**config.mk**
```make
export PLATFORM = sky130hd
export DESIGN_NAME = bitset_store_with_iterator_top
export DESIGN_NICKNAME = d
export VERILOG_FILES = /design/src/sv/bsi_pkg.sv /design/src/sv/bsi_datapath.sv /design/src/sv/bsi_controller.sv /design/src/sv/bitset_store_with_iterator_top.sv
export SDC_FILE = /design/constraint.sdc
export NUM_CORES = 1
export LEC_CHECK = 0
export BUFFER_PORTS_ARGS = -buffer_cell sky130_fd_sc_hd__clkbuf_2
export CORE_ASPECT_RATIO = 1.1
export CORE_MARGIN = 1.5
export CORE_UTILIZATION = 55
export CTS_CLUSTER_DIAMETER = 30
export DETAILED_ROUTE_END_ITERATION = 16
export PLACE_DENSITY_LB_ADDON = 0.08
export REMOVE_ABC_BUFFERS = 1
export SLEW_MARGIN = 20
export SYNTH_ARGS = -nofsm -noshare
export SYNTH_HDL_FRONTEND = slang
export SYNTH_SLANG_ARGS = --single-unit
```
**constraint.sdc**
```tcl
create_clock -name clk -period 6.1 [get_ports clk]
set_input_delay 0.305 -clock clk [delete_from_list [all_inputs] [get_ports clk]]
set_output_delay 0.305 -clock clk [all_outputs]
set_load 0.01 [all_outputs]
```
**src/sv/bsi_pkg.sv**
```systemverilog
// shared types and constants of the bitset store with iterator
// op codes and the command and status bundles between controller and datapath
package bsi_pkg;

  localparam int BUCKET_BITS = 32;

  localparam logic [3:0] OP_CLEAR     = 4'd0;
  localparam logic [3:0] OP_ADD       = 4'd1;
  localparam logic [3:0] OP_REMOVE    = 4'd2;
  localparam logic [3:0] OP_CONTAINS  = 4'd3;
  localparam logic [3:0] OP_RANGE     = 4'd4;
  localparam logic [3:0] OP_UNION     = 4'd5;
  localparam logic [3:0] OP_INTERSECT = 4'd6;
  localparam logic [3:0] OP_ANY       = 4'd7;
  localparam logic [3:0] OP_FIRST     = 4'd8;
  localparam logic [3:0] OP_NEXT      = 4'd9;
  localparam logic [3:0] OP_ADD_ITER  = 4'd10;
  localparam logic [3:0] OP_REM_ITER  = 4'd11;

  typedef struct packed {
    logic load;       // latch the input beat
    logic rd;         // read a bucket
    logic scan_rd;    // read address is the scan hit
    logic adv;        // step the range cursor
    logic wr;         // write back the modified bucket
    logic clr;        // empty the whole store
    logic step;       // drop the lowest bit of the iterator snapshot
    logic iter_end;   // iterator runs off the end
    logic iter_load;  // iterator takes the bucket just read
    logic fin;        // capture the result
  } bsi_cmd_t;

  typedef struct packed {
    logic [3:0] op;
    logic       bad;
    logic       len_zero;
    logic       more;
    logic       hit;
    logic       last;
  } bsi_sts_t;

endpackage

```
**src/sv/bsi_datapath.sv**
```systemverilog
// datapath of the bitset store: bucket memory, nonzero flags, iterator state
// depends on bsi_pkg for op codes and the command and status bundles
module bsi_datapath
  import bsi_pkg::*;
#(
  parameter int BUCKETS = 8
) (
  input  logic        clk,
  input  logic        rst,
  input  bsi_cmd_t    cmd,
  output bsi_sts_t    sts,
  input  logic [3:0]  op,
  input  logic [7:0]  element,
  input  logic [8:0]  range_length,
  input  logic [2:0]  word_index,
  input  logic [31:0] word_bits,
  output logic        found,
  output logic [7:0]  position,
  output logic        at_end,
  output logic        error
);

  localparam int AW = (BUCKETS > 1) ? $clog2(BUCKETS) : 1;
  localparam int SW = AW + 1;
  localparam int TOTAL = BUCKETS * BUCKET_BITS;

  function automatic logic [4:0] lowest_set(input logic [31:0] w);
    logic [4:0] idx;
    idx = 5'd0;
    for (int i = 31; i >= 0; i--) begin
      if (w[i]) idx = 5'(i);
    end
    return idx;
  endfunction

  logic [3:0]  op_q;
  logic [7:0]  elem_q;
  logic [8:0]  len_q;
  logic [2:0]  widx_q;
  logic [31:0] wbits_q;
  logic [AW-1:0] cur;

  logic [31:0] mem [BUCKETS];
  logic [BUCKETS-1:0] valid_bits;
  logic [BUCKETS-1:0] nz;
  logic [31:0] rd_q;
  logic        rd_valid;

  logic [AW-1:0] iter_bucket;
  logic [31:0]   iter_mask;
  logic [4:0]    iter_bit;
  logic          iter_done;
  logic          found_q;
  logic          error_q;

  logic [31:0]   word;
  logic          elem_ok;
  logic          word_ok;
  logic [9:0]    range_sum;
  logic [9:0]    range_last;
  logic          range_bad;
  logic          bad;
  logic [AW-1:0] range_first_b;
  logic [AW-1:0] range_last_b;
  logic          last;
  logic [4:0]    lo;
  logic [4:0]    hi;
  logic [31:0]   rmask;
  logic [31:0]   mask_after;
  logic [SW-1:0] scan_start;
  logic          hit;
  logic [AW-1:0] hit_idx;
  logic [AW-1:0] raddr;
  logic [4:0]    bit_sel;
  logic [31:0]   bit_oh;
  logic [31:0]   wdata;
  logic          wr_en;
  logic          found_next;

  // a bucket never written since the last clear reads as empty
  assign word = rd_valid ? rd_q : 32'd0;

  assign elem_ok    = int'(elem_q[7:5]) < BUCKETS;
  assign word_ok    = int'(widx_q) < BUCKETS;
  assign range_sum  = {2'b00, elem_q} + {1'b0, len_q};
  assign range_last = range_sum - 10'd1;
  assign range_bad  = (len_q != 9'd0) && (int'(range_sum) > TOTAL);

  always_comb begin
    unique case (op_q) inside
      OP_ADD, OP_REMOVE, OP_CONTAINS:     bad = !elem_ok;
      OP_RANGE:                           bad = range_bad;
      OP_UNION, OP_INTERSECT:             bad = !word_ok;
      OP_NEXT, OP_ADD_ITER, OP_REM_ITER:  bad = iter_done;
      OP_CLEAR, OP_ANY, OP_FIRST:         bad = 1'b0;
      default:                            bad = 1'b1;
    endcase
  end

  // range mask for the bucket under the cursor
  assign range_first_b = AW'(elem_q[7:5]);
  assign range_last_b  = AW'(range_last[9:5]);
  assign last  = (cur == range_last_b);
  assign lo    = (cur == range_first_b) ? elem_q[4:0] : 5'd0;
  assign hi    = last ? range_last[4:0] : 5'd31;
  assign rmask = ({32{1'b1}} << lo) & ({32{1'b1}} >> (5'd31 - hi));

  assign mask_after = iter_mask & (iter_mask - 32'd1);
  assign scan_start = (op_q == OP_FIRST) ? '0 : SW'(iter_bucket) + SW'(1);

  // lowest nonzero bucket at or above the scan start
  always_comb begin
    hit     = 1'b0;
    hit_idx = '0;
    for (int i = BUCKETS - 1; i >= 0; i--) begin
      if (nz[i] && (SW'(i) >= scan_start)) begin
        hit     = 1'b1;
        hit_idx = AW'(i);
      end
    end
  end

  always_comb begin
    if (cmd.adv) begin
      raddr = cur + AW'(1);
    end else if (cmd.scan_rd) begin
      raddr = hit_idx;
    end else begin
      raddr = cur;
    end
  end

  assign bit_sel = (op_q == OP_ADD_ITER || op_q == OP_REM_ITER) ? iter_bit : elem_q[4:0];
  assign bit_oh  = 32'd1 << bit_sel;

  always_comb begin
    unique case (op_q) inside
      OP_ADD, OP_ADD_ITER:    wdata = word | bit_oh;
      OP_REMOVE, OP_REM_ITER: wdata = word & ~bit_oh;
      OP_UNION:               wdata = word | wbits_q;
      OP_INTERSECT:           wdata = word & wbits_q;
      OP_RANGE:               wdata = word | rmask;
      default:                wdata = word;
    endcase
  end

  assign wr_en = cmd.wr && (op_q != OP_CONTAINS);

  assign found_next = !bad &&
                      (((op_q == OP_CONTAINS) && word[elem_q[4:0]]) ||
                       ((op_q == OP_ANY) && (|nz)));

  // input beat and bucket cursor
  always_ff @(posedge clk) begin
    if (cmd.load) begin
      op_q    <= op;
      elem_q  <= element;
      len_q   <= range_length;
      widx_q  <= word_index;
      wbits_q <= word_bits;
      case (op) inside
        OP_ADD, OP_REMOVE, OP_CONTAINS, OP_RANGE: cur <= AW'(element[7:5]);
        OP_UNION, OP_INTERSECT:                   cur <= AW'(word_index);
        OP_ADD_ITER, OP_REM_ITER:                 cur <= iter_bucket;
        default:                                  cur <= cur;
      endcase
    end else if (cmd.adv) begin
      cur <= cur + AW'(1);
    end else if (cmd.scan_rd) begin
      cur <= hit_idx;
    end
  end

  // bucket memory
  always_ff @(posedge clk) begin
    if (cmd.rd) begin
      rd_q     <= mem[raddr];
      rd_valid <= valid_bits[raddr];
    end
    if (wr_en) begin
      mem[cur] <= wdata;
    end
  end

  always_ff @(posedge clk) begin
    if (rst || cmd.clr) begin
      valid_bits <= '0;
      nz         <= '0;
    end else if (wr_en) begin
      valid_bits[cur] <= 1'b1;
      nz[cur]         <= |wdata;
    end
  end

  always_ff @(posedge clk) begin
    if (rst) begin
      iter_bucket <= '0;
      iter_mask   <= 32'd0;
      iter_bit    <= 5'd0;
      iter_done   <= 1'b1;
    end else if (cmd.step) begin
      iter_mask <= mask_after;
      iter_bit  <= lowest_set(mask_after);
    end else if (cmd.iter_end) begin
      iter_mask <= 32'd0;
      iter_done <= 1'b1;
    end else if (cmd.iter_load) begin
      iter_bucket <= cur;
      iter_mask   <= word;
      iter_bit    <= lowest_set(word);
      iter_done   <= 1'b0;
    end
  end

  always_ff @(posedge clk) begin
    if (rst) begin
      found_q <= 1'b0;
      error_q <= 1'b0;
    end else if (cmd.fin) begin
      found_q <= found_next;
      error_q <= bad;
    end
  end

  assign sts.op       = op_q;
  assign sts.bad      = bad;
  assign sts.len_zero = (len_q == 9'd0);
  assign sts.more     = |mask_after;
  assign sts.hit      = hit;
  assign sts.last     = last;

  assign found    = found_q;
  assign error    = error_q;
  assign at_end   = iter_done;
  assign position = iter_done ? 8'd0 : 8'({iter_bucket, iter_bit});

endmodule

```
**src/sv/bsi_controller.sv**
```systemverilog
// controller of the bitset store: sequences decode, bucket reads and writes
// depends on bsi_pkg for op codes and the command and status bundles
module bsi_controller
  import bsi_pkg::*;
(
  input  logic     clk,
  input  logic     rst,
  input  logic     start,
  output logic     busy,
  output logic     done,
  output bsi_cmd_t cmd,
  input  bsi_sts_t sts
);

  localparam logic [1:0] S_IDLE   = 2'd0;
  localparam logic [1:0] S_DECODE = 2'd1;
  localparam logic [1:0] S_MODIFY = 2'd2;
  localparam logic [1:0] S_LOAD   = 2'd3;

  logic [1:0] state;
  logic [1:0] state_next;

  always_comb begin
    cmd        = '0;
    state_next = state;
    unique case (state)
      S_IDLE: begin
        if (start) begin
          cmd.load   = 1'b1;
          state_next = S_DECODE;
        end
      end
      S_DECODE: begin
        state_next = S_IDLE;
        if (sts.bad) begin
          cmd.fin = 1'b1;
        end else begin
          unique case (sts.op) inside
            OP_CLEAR: begin
              cmd.clr = 1'b1;
              cmd.fin = 1'b1;
            end
            OP_ANY: begin
              cmd.fin = 1'b1;
            end
            OP_FIRST, OP_NEXT: begin
              if (sts.op == OP_NEXT && sts.more) begin
                cmd.step = 1'b1;
                cmd.fin  = 1'b1;
              end else if (sts.hit) begin
                // fetch the lowest nonzero bucket at or above the scan start for the snapshot
                cmd.rd      = 1'b1;
                cmd.scan_rd = 1'b1;
                state_next  = S_LOAD;
              end else begin
                cmd.iter_end = 1'b1;
                cmd.fin      = 1'b1;
              end
            end
            OP_RANGE: begin
              if (sts.len_zero) begin
                cmd.fin = 1'b1;
              end else begin
                cmd.rd     = 1'b1;
                state_next = S_MODIFY;
              end
            end
            OP_ADD, OP_REMOVE, OP_CONTAINS, OP_UNION, OP_INTERSECT,
            OP_ADD_ITER, OP_REM_ITER: begin
              cmd.rd     = 1'b1;
              state_next = S_MODIFY;
            end
            default: begin
              cmd.fin = 1'b1;
            end
          endcase
        end
      end
      S_MODIFY: begin
        cmd.wr = 1'b1;
        // a range walks one bucket per cycle, reading ahead while writing
        if (sts.op == OP_RANGE && !sts.last) begin
          cmd.rd  = 1'b1;
          cmd.adv = 1'b1;
        end else begin
          cmd.fin    = 1'b1;
          state_next = S_IDLE;
        end
      end
      S_LOAD: begin
        cmd.iter_load = 1'b1;
        cmd.fin       = 1'b1;
        state_next    = S_IDLE;
      end
      default: begin
        state_next = S_IDLE;
      end
    endcase
  end

  always_ff @(posedge clk) begin
    if (rst) begin
      state <= S_IDLE;
      done  <= 1'b0;
    end else begin
      state <= state_next;
      done  <= cmd.fin;
    end
  end

  assign busy = (state != S_IDLE);

endmodule

```
**src/sv/bitset_store_with_iterator_top.sv**
```systemverilog
// top level of the bitset store with a find-first-set iterator
// instantiates bsi_controller and bsi_datapath; depends on bsi_pkg
//
//  channel   handshake        payload
//  command   start, busy      op, element, range_length, word_index, word_bits
//  result    done (strobe)    found, position, at_end, error
//
// a beat is taken when start is high and busy is low; its result shows one
// cycle on done. clear, any, errors and a first or next that loads no bucket end in
// decode; single-bucket ops end in modify, and a first or next that loads a bucket in load;
// a range stays in modify for each bucket it touches (one write port on the memory).
// the scan over buckets uses per-bucket nonzero flags.
// rst is synchronous and empties the set at once; results cannot be stalled.
module bitset_store_with_iterator_top
  import bsi_pkg::*;
#(
  parameter int BUCKETS = 8
) (
  input  logic        clk,
  input  logic        rst,
  input  logic        start,
  output logic        busy,
  input  logic [3:0]  op,
  input  logic [7:0]  element,
  input  logic [8:0]  range_length,
  input  logic [2:0]  word_index,
  input  logic [31:0] word_bits,
  output logic        done,
  output logic        found,
  output logic [7:0]  position,
  output logic        at_end,
  output logic        error
);

  bsi_cmd_t cmd;
  bsi_sts_t sts;

  bsi_controller u_ctrl (
    .clk   (clk),
    .rst   (rst),
    .start (start),
    .busy  (busy),
    .done  (done),
    .cmd   (cmd),
    .sts   (sts)
  );

  bsi_datapath #(
    .BUCKETS (BUCKETS)
  ) u_dp (
    .clk          (clk),
    .rst          (rst),
    .cmd          (cmd),
    .sts          (sts),
    .op           (op),
    .element      (element),
    .range_length (range_length),
    .word_index   (word_index),
    .word_bits    (word_bits),
    .found        (found),
    .position     (position),
    .at_end       (at_end),
    .error        (error)
  );

endmodule

```
==> out/results.ini <==
[outcome]
status=finished, final reports clean

[cts]
worst_skew_pair.late_latency_ns=0.62
root_buffer=sky130_fd_sc_hd__clkbuf_16
cts_max_level=3
cts_tree=yes
max_root_sink_buffers=3
clock_sink_count=407
clock_pin_slew_worst_setup_and_hold_paths_ns=0.05
cts_resized=0
cts_buffers=78

[synth]
area_of_the_mapped_netlist_um2=21600
synth.lib_cells_used.distinct=93
ys_ff_latch=407
postSynthAreaPerCell_um2=10.6
yosys_warnings=0
async_flop_share=0
postSynth.topFlopCell=sky130_fd_sc_hd__edfxtp_1
postSynthCellCount=2037
yosysSeqAreaShare=0.536
synth_edf_count=345

[sta]
clock_skew_ns=0.0257
slew-limit-headroom=0.175
grt_setup_unrepaired=false
fmax_mhz=176
min_period_ns=5.69
finalSetupViolCount=0
min_period_over_period=0.932
timing_hold_violations_final=0
worst_pin_slew_ns=1.22
maxSlewViolCount=0

[drt]
route.met3.wl_mm=6.42
routed_via_density=6.85
drtAntennaViolNets=0
highest_layer=met5
detail_route.drc_violations=0
route.detailed.wl_per_inst_um=26.9
wirelength_mm=73.3
1st_pass_router_iterations=6
drtIter0Drc=2350
num_vias=18669
length_of_routed_wiring_on_met1_mm=29.6
wl_met2_mm=33.1

[final_layout]
multi_input_area_um2=9330
ff_latch_area_um2=11600
share_of_post_route_cells_with_drive_strength_above_1=0.151
fill_cells=3043
final_nets=2230
layoutNonFillerInstCount=2725
area_growth_syn_to_layout_pct=20.0
number_of_antenna_diodes=0
design_area_um2=26000

[critical_path]
worst-endpoint-required_ns=6.55
largest_fanout_on_the_critical_path=15
start_to_end_type_of_the_worst_setup_path=reg -> reg
cp-end-kind=register
worstPathArrival_ns=6.14
crit_start_category=register

[floorplanning]
die-height_um=211
row_count=76
core_um2=39000
die-width_um=192
design.die.area_um2=40500
start_util=0.555
io_pins=72

[place]
gpl.final_weighted_congestion=1.01
port_buffers=71
detailedPlacementHpwl_mm=46.9
place.detailed.instances=2528
placed_cell_area_um2=22700

[power]
power.leakage_nw=9.23
power_density_nw_per_um2=347
p_total_w=0.00900
sw_frac_of_total=0.281
power_frac_comb=0.162
power.ir.vdd_worst_v=0.000372
clkPwrFrac=0.480
netSwitchingPower_w=0.00253
seq_power_share=0.358
p_int_w=0.00648

[worst_hold_path]
hold_class=in -> reg

[job]
cap_violations=0

[global_route]
wire_length_of_the_first_global_routing_pass_mm=109
gr_overflow_total=0
grt_max_degree=134
groute.usage.overall=0.362
antenna_violations_before_repair=1
via_count_of_the_first_global_routing_pass=17669

## logic make-up (layout without fill, tap and decap cells)
logic type,Yosys count,in the layout,share of synthesized area
multiplexers,39,39,0.0243
XOR/XNOR,24,24,0.0110
AO/OA/AOI/OAI,621,621,0.200
AND/OR/NAND/NOR,704,704,0.173
buffers and inverters,213,394,0.0389
adder cells (fa/ha/maj),29,29,0.0157
flip-flops,407,407,0.536
## metrics by stage
| stage | hold WS [ns] | util | worst slack, ns | setup TNS, ns |
|---|---|---|---|---|
| after floorplan | 0.374 | - | -3.44 | -113.80 |
| after global placement | 0.440 | 0.583 | 0.585 | 0 |
| after detailed placement | 0.449 | 0.583 | 0.589 | 0 |
| after CTS | 0.0778 | 0.666 | 0.582 | 0 |
| after global routing | 0.119 | 0.666 | 0.209 | 0 |
| final | 0.0888 | 0.666 | 0.415 | 0 |
## layer usage
metal,up-vias,GRT usage
met5,-,0
met4,2,0.201
met3,248,0.0663
met2,1025,0.559
met1,9116,0.483
li1,8278,-
## cells in the mapped netlist (all sizes together), types with 16 or more instances
| master | count | area share |
|---|---|---|
| nor3 | 37 | 0.0086 |
| o31ai | 17 | 0.0059 |
| buf | 25 | 0.0062 |
| xnor2 | 16 | 0.0065 |
| a21oi | 112 | 0.026 |
| nor4 | 55 | 0.017 |
| dfxtp | 62 | 0.057 |
| inv | 46 | 0.0080 |
| nand3 | 70 | 0.016 |
| nand2 | 108 | 0.019 |
| a31oi | 35 | 0.010 |
| nand2b | 26 | 0.0075 |
| clkbuf | 142 | 0.025 |
| a2111oi | 41 | 0.017 |
| nor2b | 28 | 0.0081 |
| a22oi | 16 | 0.0056 |
| o21ai | 109 | 0.025 |
| o21a | 17 | 0.0059 |
| and3 | 147 | 0.043 |
| o22ai | 17 | 0.0049 |
| and2 | 19 | 0.0055 |
| mux2i | 24 | 0.011 |
| edfxtp | 345 | 0.48 |
| ha | 16 | 0.0093 |
| a211oi | 111 | 0.039 |
| nor2 | 149 | 0.026 |
## cell usage in the layout (no fill, tap or decap), types with 27 or more instances in the layout
| master | instances |
|---|---|
| sky130_fd_sc_hd__nor3_1 | 35 |
| sky130_fd_sc_hd__a21oi_1 | 110 |
| sky130_fd_sc_hd__clkbuf_2 | 71 |
| sky130_fd_sc_hd__dlygate4sd3_1 | 53 |
| sky130_fd_sc_hd__dfxtp_1 | 62 |
| sky130_fd_sc_hd__nand3_1 | 69 |
| sky130_fd_sc_hd__inv_1 | 44 |
| sky130_fd_sc_hd__clkbuf_16 | 80 |
| sky130_fd_sc_hd__nor4_1 | 53 |
| sky130_fd_sc_hd__nor2b_1 | 27 |
| sky130_fd_sc_hd__nand2_1 | 106 |
| sky130_fd_sc_hd__o21ai_0 | 106 |
| sky130_fd_sc_hd__buf_4 | 76 |
| sky130_fd_sc_hd__a2111oi_0 | 41 |
| sky130_fd_sc_hd__edfxtp_1 | 345 |
| sky130_fd_sc_hd__nor2_1 | 143 |
| sky130_fd_sc_hd__a211oi_1 | 111 |
| sky130_fd_sc_hd__a31oi_1 | 35 |
| sky130_fd_sc_hd__and3_1 | 147 |
## power groups by stage
stage,clock network (W),logic [W],registers (W)
floorplan,0,0.000844,0.00323
detailed placement,0,0.00139,0.00327
global placement,0,0.00138,0.00327
global route,0.00449,0.00155,0.00322
finish,0.00433,0.00146,0.00322
CTS,0.00436,0.00142,0.00322
## flip-flops by register name (all words and copies together), names as in the netlist, 2 cells and up
signal	flops
u_dp.wbits_q	32
u_dp.elem_q	8
u_dp.op_q	4
u_dp.nz	8
u_ctrl.state	2
u_dp.valid_bits	8
u_dp.iter_bit	5
u_dp.iter_bucket	3
u_dp.mem	256
u_dp.cur	3
u_dp.rd_q	32
u_dp.iter_mask	32
u_dp.len_q	9
## final cells by class
| type | count | share of cell area |
|---|---|---|
| Sequential cell | 407 | 0.447 |
| Tap cell | 507 | 0.0244 |
| Timing Repair Buffer | 204 | 0.0592 |
| Clock inverter | 53 | 0.0246 |
| Inverter | 46 | 0.00665 |
| Clock buffer | 91 | 0.0791 |
| Multi-Input combinational cell | 1417 | 0.359 |
## worst max-delay path, cell delays in order (launching register included)
cell,delay (ns)
sky130_fd_sc_hd__edfxtp_1,0.70
sky130_fd_sc_hd__ha_1,0.43
sky130_fd_sc_hd__xor2_1,0.20
sky130_fd_sc_hd__nor3_1,0.41
sky130_fd_sc_hd__o221ai_2,0.19
sky130_fd_sc_hd__or4_1,0.48
sky130_fd_sc_hd__and4_1,0.34
sky130_fd_sc_hd__nor4_1,0.65
sky130_fd_sc_hd__buf_4,0.22
sky130_fd_sc_hd__o22ai_1,0.07
sky130_fd_sc_hd__buf_4,0.18
sky130_fd_sc_hd__nor4b_1,0.55
sky130_fd_sc_hd__nand4_1,0.29
sky130_fd_sc_hd__nor4_4,0.66
sky130_fd_sc_hd__a21oi_1,0.16
## final timing paths
| path | end | from | slack, ns | cells after the start |
|---|---|---|---|---|
| worst min register to register | u_dp.valid_bits[5] | u_dp.valid_bits[5] | 0.46 | 1 |
| worst max register to register | u_dp.nz[7] | u_dp.elem_q[3] | 0.41 | 14 |
| worst max-delay path | u_dp.nz[7] | u_dp.elem_q[3] | 0.41 | 14 |
| worst min-delay path | u_ctrl.state[0] | start | 0.09 | 3 |
## timing repair
action	CTS	global route
hold endpoints to repair	53	0
hold buffers	53	0
endpoints found under the setup margin	0	0
buffers inserted	0	0
No activity file was read; power rests on OpenSTA's default activity.
